--- src/sv/rrq_pkg.sv ---
`default_nettype none
// ----------------------------------------------------------------------------
// rrq_pkg
// Types and codes shared by the run queue controller, datapath and top level.
// ----------------------------------------------------------------------------
package rrq_pkg;

  localparam int OP_BITS   = 3;
  localparam int KIND_BITS = 3;

  // Thread ids are eight bits wide on both channels.
  localparam int THREAD_ID_BITS = 8;

  typedef enum logic [OP_BITS-1:0] {
    OP_ENQ     = 3'd0,
    OP_DEQ     = 3'd1,
    OP_FETCH   = 3'd2,
    OP_TICK    = 3'd3,
    OP_STEAL   = 3'd4
  } op_t;

  typedef enum logic [KIND_BITS-1:0] {
    RK_DONE    = 3'd0,
    RK_HANDOUT = 3'd1,
    RK_REAP    = 3'd2,
    RK_RESCHED = 3'd3,
    RK_FULL    = 3'd4
  } rkind_t;

  localparam logic [1:0] ST_READY = 2'd0;
  localparam logic [1:0] ST_DYING = 2'd1;

  typedef enum logic [1:0] {
    S_IDLE,
    S_EXEC,
    S_REAP,
    S_OUT
  } state_t;

  // Controller to datapath.
  typedef struct packed {
    logic capture;
    logic exec;
    logic reap_step;
    logic resched;
  } cmd_t;

  // Datapath to controller.
  typedef struct packed {
    logic is_tick;
    logic zombie_left;
  } stat_t;

endpackage
`default_nettype wire

--- src/sv/round_robin_run_queue_with_steal_top.sv ---
`default_nettype none
// ----------------------------------------------------------------------------
// round_robin_run_queue_with_steal_top
// Hardware run queue with fetch, dequeue, tick reaping and work stealing.
// ----------------------------------------------------------------------------
// Each word is executed in S_EXEC, then its result waits in the output
// register; a new word is taken once the last result of the previous word is
// taken, so no new word enters while results are pending. A tick with N
// zombies gives N+1 results, the first from S_EXEC and the rest from S_REAP;
// the queue cells are compared in parallel and shifted on removal.
module round_robin_run_queue_with_steal_top #(
  parameter int RUN_QUEUE_DEPTH = 16,
  parameter int ZOMBIE_DEPTH    = 16
) (
  input  wire         clk,
  input  wire         rst,
  input  wire         s_tvalid,
  output logic        s_tready,
  // opcode[2:0], thread_id[10:3], thread_state[12:11], is_idle[13], is_init[14],
  // affinity_cpu[17:15], affinity_kind[18], current_thread[26:19],
  // stealer_cpu[29:27], zero fill to 32
  input  wire  [31:0] s_tdata,
  output logic        m_tvalid,
  input  wire         m_tready,
  // result_kind[2:0], out_thread[10:3], found[11], run_count[16:12], zero fill
  output logic [23:0] m_tdata,
  output logic        m_tlast
);
  import rrq_pkg::*;

  cmd_t  cmd;
  stat_t stat;
  logic [2:0] rk;
  logic [THREAD_ID_BITS-1:0] ot;
  logic       fnd;
  logic [4:0] rc;

  rrq_ctrl u_ctrl (
    .clk(clk), .rst(rst),
    .in_fire(s_tvalid && s_tready), .out_fire(m_tvalid && m_tready)
      , .stat(stat), .cmd(cmd), .in_ready(s_tready), .out_valid(m_tvalid)
  );

  rrq_dp #(.RQ_DEPTH(RUN_QUEUE_DEPTH), .Z_DEPTH(ZOMBIE_DEPTH), .TID_BITS(THREAD_ID_BITS))
  u_dp (
    .clk(clk), .rst(rst), .cmd(cmd),
    .opcode(s_tdata[2:0]), .thread_id(s_tdata[10:3]), .thread_state(s_tdata[12:11]),
    .is_idle(s_tdata[13]), .is_init(s_tdata[14]), .affinity_cpu(s_tdata[17:15]),
    .affinity_kind(s_tdata[18]), .current_thread(s_tdata[26:19]),
    .steal_cpu(s_tdata[29:27]), .stat(stat),
    .result_kind(rk), .out_thread(ot), .found(fnd), .run_count(rc), .last(m_tlast)
  );

  assign m_tdata = {7'd0, rc, fnd, ot, rk};

endmodule
`default_nettype wire

--- src/sv/rrq_ctrl.sv ---
`default_nettype none
// ----------------------------------------------------------------------------
// rrq_ctrl
// Sequencer: takes a word, runs it in the datapath, drives reap results, and
// holds the result stage until the consumer takes it.
// ----------------------------------------------------------------------------
module rrq_ctrl (
  input  wire              clk,
  input  wire              rst,
  input  wire              in_fire,
  input  wire              out_fire,
  input  wire rrq_pkg::stat_t stat,
  output rrq_pkg::cmd_t    cmd,
  output logic             in_ready,
  output logic             out_valid
);
  import rrq_pkg::*;

  state_t state, state_next;

  always_ff @(posedge clk) begin
    if (rst) state <= S_IDLE;
    else state <= state_next;
  end

  always_comb begin
    state_next = state;
    unique case (state)
      S_IDLE: if (in_fire) state_next = S_EXEC;
      S_EXEC: state_next = S_OUT;
      S_REAP: state_next = S_OUT;
      S_OUT: begin
        if (out_fire) begin
          if (stat.is_tick && stat.zombie_left) state_next = S_REAP;
          else if (stat.is_tick) state_next = S_REAP;
          else state_next = S_IDLE;
        end
      end
      default: state_next = S_IDLE;
    endcase
  end

  always_comb begin
    cmd = '0;
    in_ready = 1'b0;
    out_valid = 1'b0;
    unique case (state)
      S_IDLE: begin
        in_ready = 1'b1;
        cmd.capture = in_fire;
      end
      S_EXEC: cmd.exec = 1'b1;
      S_REAP: cmd.reap_step = 1'b1;
      S_OUT: out_valid = 1'b1;
      default: ;
    endcase
  end

endmodule
`default_nettype wire

--- src/sv/rrq_dp.sv ---
`default_nettype none
// ----------------------------------------------------------------------------
// rrq_dp
// Run queue cells, zombie FIFO and the result register.
// ----------------------------------------------------------------------------
module rrq_dp #(
  parameter int RQ_DEPTH = 16,
  parameter int Z_DEPTH  = 16,
  parameter int TID_BITS = 8
) (
  input  wire                         clk,
  input  wire                         rst,
  input  wire rrq_pkg::cmd_t          cmd,
  input  wire  [2:0]                  opcode,
  input  wire  [TID_BITS-1:0]         thread_id,
  input  wire  [1:0]                  thread_state,
  input  wire                         is_idle,
  input  wire                         is_init,
  input  wire  [2:0]                  affinity_cpu,
  input  wire                         affinity_kind,
  input  wire  [TID_BITS-1:0]         current_thread,
  input  wire  [2:0]                  steal_cpu,
  output rrq_pkg::stat_t              stat,
  output logic [2:0]                  result_kind,
  output logic [TID_BITS-1:0]         out_thread,
  output logic                        found,
  output logic [4:0]                  run_count,
  output logic                        last
);
  import rrq_pkg::*;

  localparam int RQ_IB = $clog2(RQ_DEPTH);
  localparam int RQ_CB = $clog2(RQ_DEPTH + 1);
  localparam int Z_IB  = (Z_DEPTH > 1) ? $clog2(Z_DEPTH) : 1;
  localparam int Z_CB  = $clog2(Z_DEPTH + 1);

  typedef struct packed {
    logic [TID_BITS-1:0] id;
    logic                ready;
    logic                idle;
    logic                init;
    logic [2:0]          cpu;
    logic                kind;
  } ent_t;

  ent_t                ent [RQ_DEPTH];
  logic [RQ_CB-1:0]    cnt;
  logic [TID_BITS-1:0] zf [Z_DEPTH];
  logic [Z_CB-1:0]     zcnt;
  logic [Z_CB-1:0]     zptr;

  // Captured item.
  logic [2:0]          op_r;
  logic [TID_BITS-1:0] tid_r, cur_r;
  logic [1:0]          st_r;
  logic                idle_r, init_r, akind_r;
  logic [2:0]          acpu_r, scpu_r;

  always_ff @(posedge clk) begin
    if (cmd.capture) begin
      op_r <= opcode; tid_r <= thread_id; st_r <= thread_state;
      idle_r <= is_idle; init_r <= is_init; acpu_r <= affinity_cpu;
      akind_r <= affinity_kind; cur_r <= current_thread; scpu_r <= steal_cpu;
    end
  end

  // Parallel match over the cells, then priority select.
  logic [RQ_DEPTH-1:0] m_deq, m_p0, m_p1, m_p2;
  always_comb begin
    for (int i = 0; i < RQ_DEPTH; i++) begin
      logic v, el;
      v  = (RQ_CB'(i) < cnt);
      el = v && ent[i].id != cur_r && ent[i].ready && !ent[i].idle && !ent[i].init;
      m_deq[i] = v && ent[i].id == tid_r;
      m_p0[i]  = el && ent[i].cpu == scpu_r;
      m_p1[i]  = el && !ent[i].kind;
      m_p2[i]  = el && ent[i].kind;
    end
  end

  logic [RQ_IB-1:0] deq_i, st_i;
  logic             deq_hit, st_hit;
  always_comb begin
    deq_i = '0; deq_hit = 1'b0;
    for (int i = RQ_DEPTH - 1; i >= 0; i--)
      if (m_deq[i]) begin deq_i = RQ_IB'(i); deq_hit = 1'b1; end
    st_i = '0; st_hit = 1'b1;
    if (|m_p0) begin
      for (int i = 0; i < RQ_DEPTH; i++) if (m_p0[i]) st_i = RQ_IB'(i);
    end else if (|m_p1) begin
      for (int i = 0; i < RQ_DEPTH; i++) if (m_p1[i]) st_i = RQ_IB'(i);
    end else if (|m_p2) begin
      for (int i = 0; i < RQ_DEPTH; i++) if (m_p2[i]) st_i = RQ_IB'(i);
    end else st_hit = 1'b0;
  end

  logic             rm;
  logic [RQ_IB-1:0] rm_i;
  logic             push, zpush;
  always_comb begin
    rm = 1'b0; rm_i = '0; push = 1'b0; zpush = 1'b0;
    if (cmd.exec) begin
      case (op_r)
        OP_ENQ: begin
          if (st_r == ST_DYING) zpush = (zcnt < Z_CB'(Z_DEPTH));
          else push = (cnt < RQ_CB'(RQ_DEPTH));
        end
        OP_DEQ: begin rm = deq_hit; rm_i = deq_i; end
        OP_FETCH: rm = (cnt != '0);
        OP_STEAL: begin rm = st_hit; rm_i = st_i; end
        default: ;
      endcase
    end
  end

  always_ff @(posedge clk) begin
    if (push) ent[cnt[RQ_IB-1:0]] <= '{tid_r, st_r == ST_READY, idle_r, init_r, acpu_r,
                                      akind_r};
    if (rm)
      for (int i = 0; i < RQ_DEPTH - 1; i++)
        if (RQ_IB'(i) >= rm_i) ent[i] <= ent[i+1];
    if (zpush) zf[zcnt[Z_IB-1:0]] <= tid_r;
  end

  logic [4:0] cnt_after;
  always_comb begin
    cnt_after = 5'(cnt);
    if (push) cnt_after = 5'(cnt + 1'b1);
    else if (rm) cnt_after = 5'(cnt - 1'b1);
  end

  always_ff @(posedge clk) begin
    if (rst) begin
      cnt <= '0; zcnt <= '0; zptr <= '0;
    end else begin
      if (push) cnt <= cnt + 1'b1;
      else if (rm) cnt <= cnt - 1'b1;
      if (zpush) zcnt <= zcnt + 1'b1;
      if (cmd.exec) zptr <= '0;
      if (cmd.reap_step && zptr != zcnt) zptr <= zptr + 1'b1;
      // The FIFO empties once the reschedule word is built.
      if (cmd.reap_step && !(zptr + 1'b1 < zcnt)) zcnt <= '0;
    end
  end

  // Result register. A tick starts by reaping; its first word is built in exec, the rest in reap.
  always_ff @(posedge clk) begin
    if (cmd.exec || cmd.reap_step) begin
      result_kind <= RK_DONE; out_thread <= '0; found <= 1'b0; last <= 1'b1;
      run_count <= cnt_after;
    end
    if (cmd.exec) begin
      case (op_r)
        OP_ENQ: if ((st_r == ST_DYING) ? !zpush : !push) begin
          result_kind <= RK_FULL; out_thread <= tid_r;
        end
        OP_FETCH: if (rm) begin
          result_kind <= RK_HANDOUT; out_thread <= ent[0].id; found <= 1'b1;
        end
        OP_STEAL: if (rm) begin
          result_kind <= RK_HANDOUT; out_thread <= ent[st_i].id; found <= 1'b1;
        end
        OP_TICK: begin
          if (zcnt != '0) begin
            result_kind <= RK_REAP; out_thread <= zf[0]; last <= 1'b0;
          end else begin
            result_kind <= RK_RESCHED; out_thread <= cur_r;
          end
        end
        default: ;
      endcase
    end
    if (cmd.reap_step) begin
      if (zptr + 1'b1 < zcnt) begin
        result_kind <= RK_REAP; out_thread <= zf[Z_IB'(zptr + 1'b1)]; last <= 1'b0;
      end else begin
        result_kind <= RK_RESCHED; out_thread <= cur_r;
      end
    end
  end

  assign stat.is_tick     = (op_r == OP_TICK) && !last;
  assign stat.zombie_left = (zptr != zcnt);

endmodule
`default_nettype wire
--- config.mk ---
export PLATFORM = sky130hd
export DESIGN_NAME = round_robin_run_queue_with_steal_top
export DESIGN_NICKNAME = d
export VERILOG_FILES = /design/src/sv/rrq_pkg.sv /design/src/sv/round_robin_run_queue_with_steal_top.sv /design/src/sv/rrq_ctrl.sv /design/src/sv/rrq_dp.sv
export SDC_FILE = /design/constraint.sdc
export NUM_CORES = 1
export LEC_CHECK = 0
export BUFFER_PORTS_ARGS = -buffer_cell sky130_fd_sc_hd__clkbuf_2
export CORE_MARGIN = 2
export CORE_UTILIZATION = 35
export DETAILED_ROUTE_END_ITERATION = 16
export SYNTH_ARGS = -nofsm -noshare
export SYNTH_HDL_FRONTEND = slang
export SYNTH_SLANG_ARGS = --single-unit
--- constraint.sdc ---
create_clock -name clk -period 5.59 [get_ports clk]
set_input_delay 0.559 -clock clk [delete_from_list [all_inputs] [get_ports clk]]
set_output_delay 0.559 -clock clk [all_outputs]
set_load 0.02 [all_outputs]
# Word-level counts from Yosys, hierarchy flattened
# Memories as Yosys holds them, arrays and structs flattened.
# Cells that the tools add are included.
# op_classes
n_addsub	4
n_lt_le_gt_ge	34
eq_ne	59
n_mux	187
n_reduce_logical	201
# op_table
cell	n
4-bit two-way mux	45
1-bit logical AND	134
8-bit == test	16
8-bit != test	16
1-bit two-way mux	97
8-bit two-way mux	8
1-bit logical NOT	52
3-bit two-way mux	17
3-bit == test	16
16-bit OR reduction	3
4-bit by 5-bit less-than comparator with 1-bit output (first input constant)	8
8-bit one-hot mux with 4 select lines	1
4-bit greater-or-equal comparator (first input constant)	7
3-bit by 5-bit less-than comparator with 1-bit output (first input constant)	4
2-bit two-way mux	10
5-bit two-way mux	4
3-bit by 4-bit greater-or-equal comparator with 1-bit output (first input constant)	4
5-bit by 1-bit adder with 5-bit output (second input constant)	3
15-bit two-way mux	1
15-bit OR reduction	1
1-bit by 5-bit less-than comparator with 1-bit output (first input constant)	2
2-bit by 5-bit less-than comparator with 1-bit output (first input constant)	2
5-bit less-than comparator (second input constant)	2
5-bit nonzero test	2
other kinds (21)	30
# totals
register_bits	65
mem_bits_rw	368
in_bits	36
wordCells	505
n_memories	2
# memory_table
memory	words	word_bits	read_ports	rd_clocked_by_memory_dff	wr	line	source
u_dp.ent	16	15	17	0	15	rrq_dp.sv:46	ent_t ent [RQ_DEPTH];
u_dp.zf	16	8	2	0	1	rrq_dp.sv:48	logic [TID_BITS-1:0] zf [Z_DEPTH];

# Depth between registers and ports, before layout
# Gate-level depths: netlist of the first run.
# An unclocked memory read counts as a cell.
# logic_depth
ltp_word	33
mapped_depth	17

# By module
# A second synthesis of the first run with hierarchy kept.
# hier_totals
cells_unflattened	2012
area_unflattened_um2	24933.9
# by_module_without_submodules
mod	n_inst	cells_each	area_each_um2	seq_area_each_um2
rrq_dp	1	1980	24684.9	12662.1
rrq_ctrl	1	21	172.7	40.0
round_robin_run_queue_with_steal_top	1	11	76.3	0.0

# Least setup slack after synthesis of the first run
# OpenSTA, ideal clock, no wires.
# synth_path
path_kind	register to register
startpoint	register u_dp.cur_r[5]
endpoint	memory u_dp.ent[9][0] (netlist name), enable pin
setup_time_ns	0.390
arrival_time_ns	4.096
slack_ns	1.104
path_stages_with_launch	15
n_path_buf	2
cell_sequence	edfxtp_1 -> buf_6 -> xor2_1 -> nor4_4 -> a21oi_2 -> a2111oi_4 -> or4b_4 -> o211ai_2 -> a31oi_1 -> o41ai_4 -> o21a_4 -> o21ai_1 -> a21oi_4 -> buf_6 -> o21bai_1
# synth_lines
item	line	source
start, declared	rrq_dp.sv:54	logic [TID_BITS-1:0] tid_r, cur_r;
start signal, assigned	rrq_dp.sv:63	akind_r <= affinity_kind; cur_r <= current_thread; scpu_r <= steal_cpu;
end, declared	rrq_dp.sv:46	

==> metrics.csv, run 1 <==
metric,value,unit
clk sinks,433,
Storage cell area,12700,sq um
Horiz. Die Dim,272,um
main flop type after synthesis,edfxtp_1,
startpoint types,flip-flop,
worst-path maximum fanout,11,
cell taking the most area after synthesis,edfxtp_1,
GR Util All Layers,22.1,%
DRT iter0 DRCs,1677,
sequential area share after synthesis,50.6,%
"top cells by count, synth","403 x edfxtp_1, 208 x xor2_1, 171 x mux2_2, 110 x xnor2_1, 103 x nor2_1",
"Slew Viols, Final",0,
nets,2167,
Final Util,40.9,%
post-DP HPWL,61900,um
CTS H-Tree Depth,2,
Post-synth EDFFs,403,
vias in the first global route,17100,
Crit Path Class,flip-flop to flip-flop,
Synth top area share,48.2,%
vias,17400,
IO Port Bufs,53,
# Post-CTS Setup Buffers,0,
clock buffer count from CTS,47,
fill cell count,6554,
largest net degree at the start of global routing,50,
first-pass GRT wire length,121000,um
hold_buf cts,0,
io pins,63,
routed wl met3,6250,um
outcome,finished clean,
routability cong.,1.02,
fin cells,3099,
initial antenna violation count,2,
"Worst Setup Slack, final",264,ps
full die area,73900,sq um
Final Hold Fails,0,
Tmin final,5330,ps
most common cell in the synthesized netlist,edfxtp_1,
CTS-repair resized insts,0,
yosys warns,0,
metal1 wirelength,36100,um
Clock Tree Buf Depth,3,
CP required,5940,ps
worst r2r src,u_dp.cur_r[5],
syn avg cell area,12.8,sq um
Mapped Cells,1965,
placed cells,3012,
Max Freq,0.188,GHz
share of post-route cells with drive strength above 1,27.3,%
row count,98,
TritonCTS clock tree,done,
Layout area overhead,16.1,%
synthesized cell area,25100,sq um
pwr/cell area,266,nW/um^2
startpoint of the worst hold path,s_tdata[1],
chip height,272,um
unrepaired setup endpoints after global routing,false,
Pleak,0.0102,uW
DR WL met2,38000,um
total inserted antenna cells,0,
Hold Path Class,primary input to flip-flop,
final setup vio count,0,
Worst Skew,22.8,ps
Critical Path End Type,flip-flop,
Setup crit start,u_dp.cur_r[5],
Max-slew headroom,27.0,%
area of the multi-input gates,11600,sq um
Final period util,95.3,%
residual DRC count,0,
total power draw,7770,uW
Slew @ Worst Pin,1100,ps
Post-Route WL,82500,um
clk_lat worst skew,610,ps
core box area,71200,sq um
Synth area leaders,"edfxtp_1 48%, mux2_2 7.7%, xor2_1 7.3%, mux4_2 4.2%, xnor2_1 3.8%",
#FFs+latches synth,433,
Peak VDD IR,0.208,mV
post-DR wirelength/cell,26.6,um
Clock Root Buffer,clkbuf_16,
post-synth cell types,102,
DP Worst Slack,494,ps
DR vias/cell,5.61,
GRT overflow,0,
Fin Setup TNS,0,ps
maxcap violations,0,
Worst Path Arrival,5670,ps
asr flop ratio synth,0,%
1st-pass router iterations,6,
Starting Density,35.2,%
"Clk pin slew, worst setup/hold paths",60,ps
post-route ant nets,0,
top layer reached by signal wires,met4,
-- placed cells by master, fill, tap and decap left out, types with 10 or more instances in the layout --
cell / n
a211oi_1: 24
a21oi_1: 48
a311o_1: 11
a31oi_1: 14
and3_1: 11
buf_12: 33
buf_4: 139
clkbuf_1: 11
clkbuf_16: 47
clkbuf_2: 53
dfxtp_1: 29
edfxtp_1: 403
ha_1: 20
inv_1: 28
mux2_1: 45
mux2_2: 171
mux2i_1: 37
mux4_2: 47
nand2_1: 102
nand2b_1: 25
nand3_1: 34
nand4_1: 22
nor2_1: 102
nor2b_1: 16
nor3_1: 34
nor4_1: 35
nor4_2: 10
o211ai_1: 14
o21a_1: 10
o21ai_0: 35
xnor2_1: 110
xor2_1: 208
-- cells by family (layout without fill, tap and decap cells) --
logic type	count (synthesis)	after routing	synth area share, %
adders and majority gates	20	20	0.997
muxes	312	312	16.2
other	1	7	0.0149
buffers and inverters	165	343	3.25
xor gates and xnor gates	318	318	11.1
DFF	433	433	50.6
and+or+nand+nor	441	441	9.38
AOI/OAI and AO/OA	275	275	8.43
-- where the power goes --
group          leakage, uW  switching [uW]  internal (uW)
Sequential         0.00389             120           3640
Clock             0.000738            1360           1780
Combinational      0.00554             511            361
Total               0.0102            1990           5780
-- critical path: stages, from the launching register on --
cell and delay, ps:
edfxtp_1 760, buf_4 300, xor2_1 100, nor4_2 380, buf_4 220, a211oi_1 120
nor4_1 630, o2111a_1 430, o211ai_2 170, a31oi_1 310, o41ai_4 140, buf_12 170
o21a_4 220, buf_4 140, o21ai_2 420, buf_12 200, mux2_2 330
-- worst paths after layout --
check	end	slack (ps)	cells past startpoint
max	u_dp.ent[5][12]	260	16
min	u_dp.op_r[1]	140	1
max reg2reg	u_dp.ent[5][12]	260	16
min reg2reg	u_dp.found	460	2
-- per-layer routing --
| metal | GRT usage (%) | up-vias |
|---|---|---|
| li1 | - | 7699 |
| met1 | 31.3 | 8830 |
| met2 | 35.1 | 725 |
| met3 | 3.60 | 120 |
| met4 | 6.00 | 0 |
| met5 | 0 | - |
-- state kept, by name, indices dropped and copies added (netlist names), 2 cells and up --
name              cells
u_dp.run_count        5
u_dp.zcnt             5
u_dp.ent            240
u_dp.out_thread       8
u_dp.zptr             5
u_dp.acpu_r           3
u_dp.zf             128
u_dp.cur_r            8
u_dp.op_r             3
u_dp.st_r             2
u_dp.scpu_r           3
u_dp.cnt              5
u_ctrl.state          2
u_dp.result_kind      3
u_dp.tid_r            8
-- layout make-up --
class	instances	area share (%)
sequential	433	43.6
multi-input combinational	1373	39.9
timing repair buffer	226	6.79
clock buffer	60	4.27
tap	950	4.08
clock inverter	27	0.983
inverter	30	0.386
-- per-stage QoR --
step	instance area (sq um)	hold WS [ps]
final	29100	139
after global routing	29100	119
after CTS	29100	106
after detailed placement	27600	450
after global placement	27600	455
after floorplan	25100	431
Power figures use the tool's default switching activity.
==> run 2: changes to the inputs <==
--- a/config.mk
+++ b/config.mk
@@ -6,9 +6,13 @@
 export NUM_CORES = 1
 export LEC_CHECK = 0
 export BUFFER_PORTS_ARGS = -buffer_cell sky130_fd_sc_hd__clkbuf_2
+export CAP_MARGIN = 10
+export CELL_PAD_IN_SITES_DETAIL_PLACEMENT = 1
+export CELL_PAD_IN_SITES_GLOBAL_PLACEMENT = 1
 export CORE_MARGIN = 2
 export CORE_UTILIZATION = 35
 export DETAILED_ROUTE_END_ITERATION = 16
+export PLACE_DENSITY_LB_ADDON = 0.1
 export SYNTH_ARGS = -nofsm -noshare
 export SYNTH_HDL_FRONTEND = slang
 export SYNTH_SLANG_ARGS = --single-unit
==> metrics.csv, run 2 (synthesis gave the netlist of run 1 again) <==
metric,value,unit
outcome,finished clean,
CP required,5940,ps
post-route ant nets,0,
row count,98,
Clock Root Buffer,clkbuf_16,
switching portion of total power,26.3,%
clock buffer count from CTS,52,
Layout area overhead,15.3,%
Gate power share,11.1,%
"Slew Viols, Final",0,
Reg with most FFs,u_dp.ent,
Critical Path End Type,flip-flop,
Worst Path Arrival,5580,ps
Fin Setup TNS,0,ps
NetSw,2100,uW
Max-slew headroom,17.7,%
Final period util,93.5,%
core box area,71200,sq um
Crit path buffers/inverters,2,
Hold Path Class,primary input to flip-flop,
full die area,73900,sq um
cell family with most CP delay,simple AND/OR/NAND/NOR gates,
Clock Tree Buf Depth,3,
initial antenna violation count,1,
Tmin final,5230,ps
"slowest stage delay, CP",630,ps
post-DR wirelength/cell,29.4,um
max FFs per register,240,
vias in the first global route,17800,
chip height,272,um
most frequent cells in the layout,"403 x edfxtp_1, 208 x xor2_1, 171 x mux2_2",
Storage cell area,12700,sq um
total inserted antenna cells,0,
Post-Route WL,90200,um
clk_lat worst skew,650,ps
io pins,63,
Peak VDD IR,0.258,mV
"Clk pin slew, worst setup/hold paths",60,ps
TritonCTS clock tree,done,
GR Util All Layers,24.3,%
Max Freq,0.191,GHz
nets,2130,
CTS H-Tree Depth,2,
unrepaired setup endpoints after global routing,false,
Clk network pwr share,41.8,%
1st-pass router iterations,5,
first-pass GRT wire length,130000,um
fill cell count,7394,
Slew @ Worst Pin,1230,ps
maxcap violations,0,
Worst Skew,43.5,ps
Final Util,40.6,%
largest net degree at the start of global routing,50,
pwr/cell area,275,nW/um^2
Hold WS,86.8,ps
startpoint types,flip-flop,
worst-path maximum fanout,25,
critical path's slowest cell,edfxtp_1,
"commonest non-fill, non-tap cell in the layout",edfxtp_1,
vias,17200,
DRT iter0 DRCs,1386,
clk sinks,433,
routability cong.,0.877,
final setup vio count,0,
Starting Density,35.2,%
Final Hold Fails,0,
worst path cell trace,xor2_1 -> nor4_2 -> a211oi_1 -> nor4_2 -> nor3b_1 -> nand2b_1 -> nand3_2 -> buf_12 -> a32oi_1 -> and2_1 -> nand2_1 -> nor2_4 -> buf_12 -> mux2_2,
residual DRC count,0,
hold_buf cts,0,
GRT overflow,0,
post-DP HPWL,66900,um
Crit Path Class,flip-flop to flip-flop,
share of post-route cells with drive strength above 1,26.0,%
Pleak,0.0100,uW
Horiz. Die Dim,272,um
area of the multi-input gates,11700,sq um
Flop pwr share,47.1,%
Pint,5880,uW
IO Port Bufs,53,
DR vias/cell,5.63,
==> run 2: changes by cell type in the layout (fill, tap and decap cells not counted), moves of 3 or more <==
cell,previous run,this run
buf_4,139,100
clkinv_2,6,9
clkinvlp_4,3,0
clkinv_1,9,13
clkbuf_16,47,53
clkbuf_1,11,14
clkinv_4,3,0
==> run 2: repair_timing <==
action,in CTS,in global routing
gates resized for setup,0,2
buffers inserted,0,0
setup endpoints to repair,0,122
==> run 2: final cells by class <==
type / count / area share, %
clock inverter: 25 / 0.782
sequential: 433 / 43.9
multi-input combinational: 1373 / 40.3
clock buffer: 70 / 4.91
timing repair buffer: 184 / 5.65
inverter: 30 / 0.389
tap: 950 / 4.11
==> run 2: routing by layer <==
metal	up-vias	global-route usage, %	wire length [um]
met5	-	0	0
met4	0	7.01	2580
met3	118	2.62	4130
met2	447	38.8	41100
met1	9054	34.9	42400
li1	7626	-	-
==> run 2: power by group through the flow <==
stage	combinational, uW	sequential [uW]	clock (uW)
after floorplan	561	3790	0
after global placement	865	3820	0
after detailed placement	879	3820	0
after CTS	885	3760	3430
after global routing	947	3760	3520
final	882	3760	3340
==> run 2: final timing paths <==
kind                            cells past startpoint  slack (ps)              end           from
worst max register to register                     14         360  u_dp.ent[2][13]  u_dp.cur_r[5]
worst min register to register                      2         460       u_dp.found     u_dp.found
worst min-delay path                                1          90     u_dp.st_r[0]    s_tdata[11]
worst max-delay path                               14         360  u_dp.ent[2][13]  u_dp.cur_r[5]
==> run 2: metrics by stage <==
stage | instance area [sq um] | setup slack, ps | instances | total power [uW]
floorplan | 25100 | 1100 | 1971 | 4350
global placement | 27300 | 324 | 2970 | 4690
detailed placement | 27300 | 253 | 2970 | 4700
CTS | 28900 | 195 | 3065 | 8070
global route | 28900 | 98.4 | 3065 | 8230
finish | 28900 | 361 | 3065 | 7970
==> run 2: worst reg2reg max path, delay by kind of cell, from the launching register on <==
kind / cells / cell delay (ps)
simple gates: 8 / 2690
flops: 1 / 630
compound gates: 2 / 630
buf+inv: 2 / 370
mux: 1 / 350
xor+xnor: 1 / 270
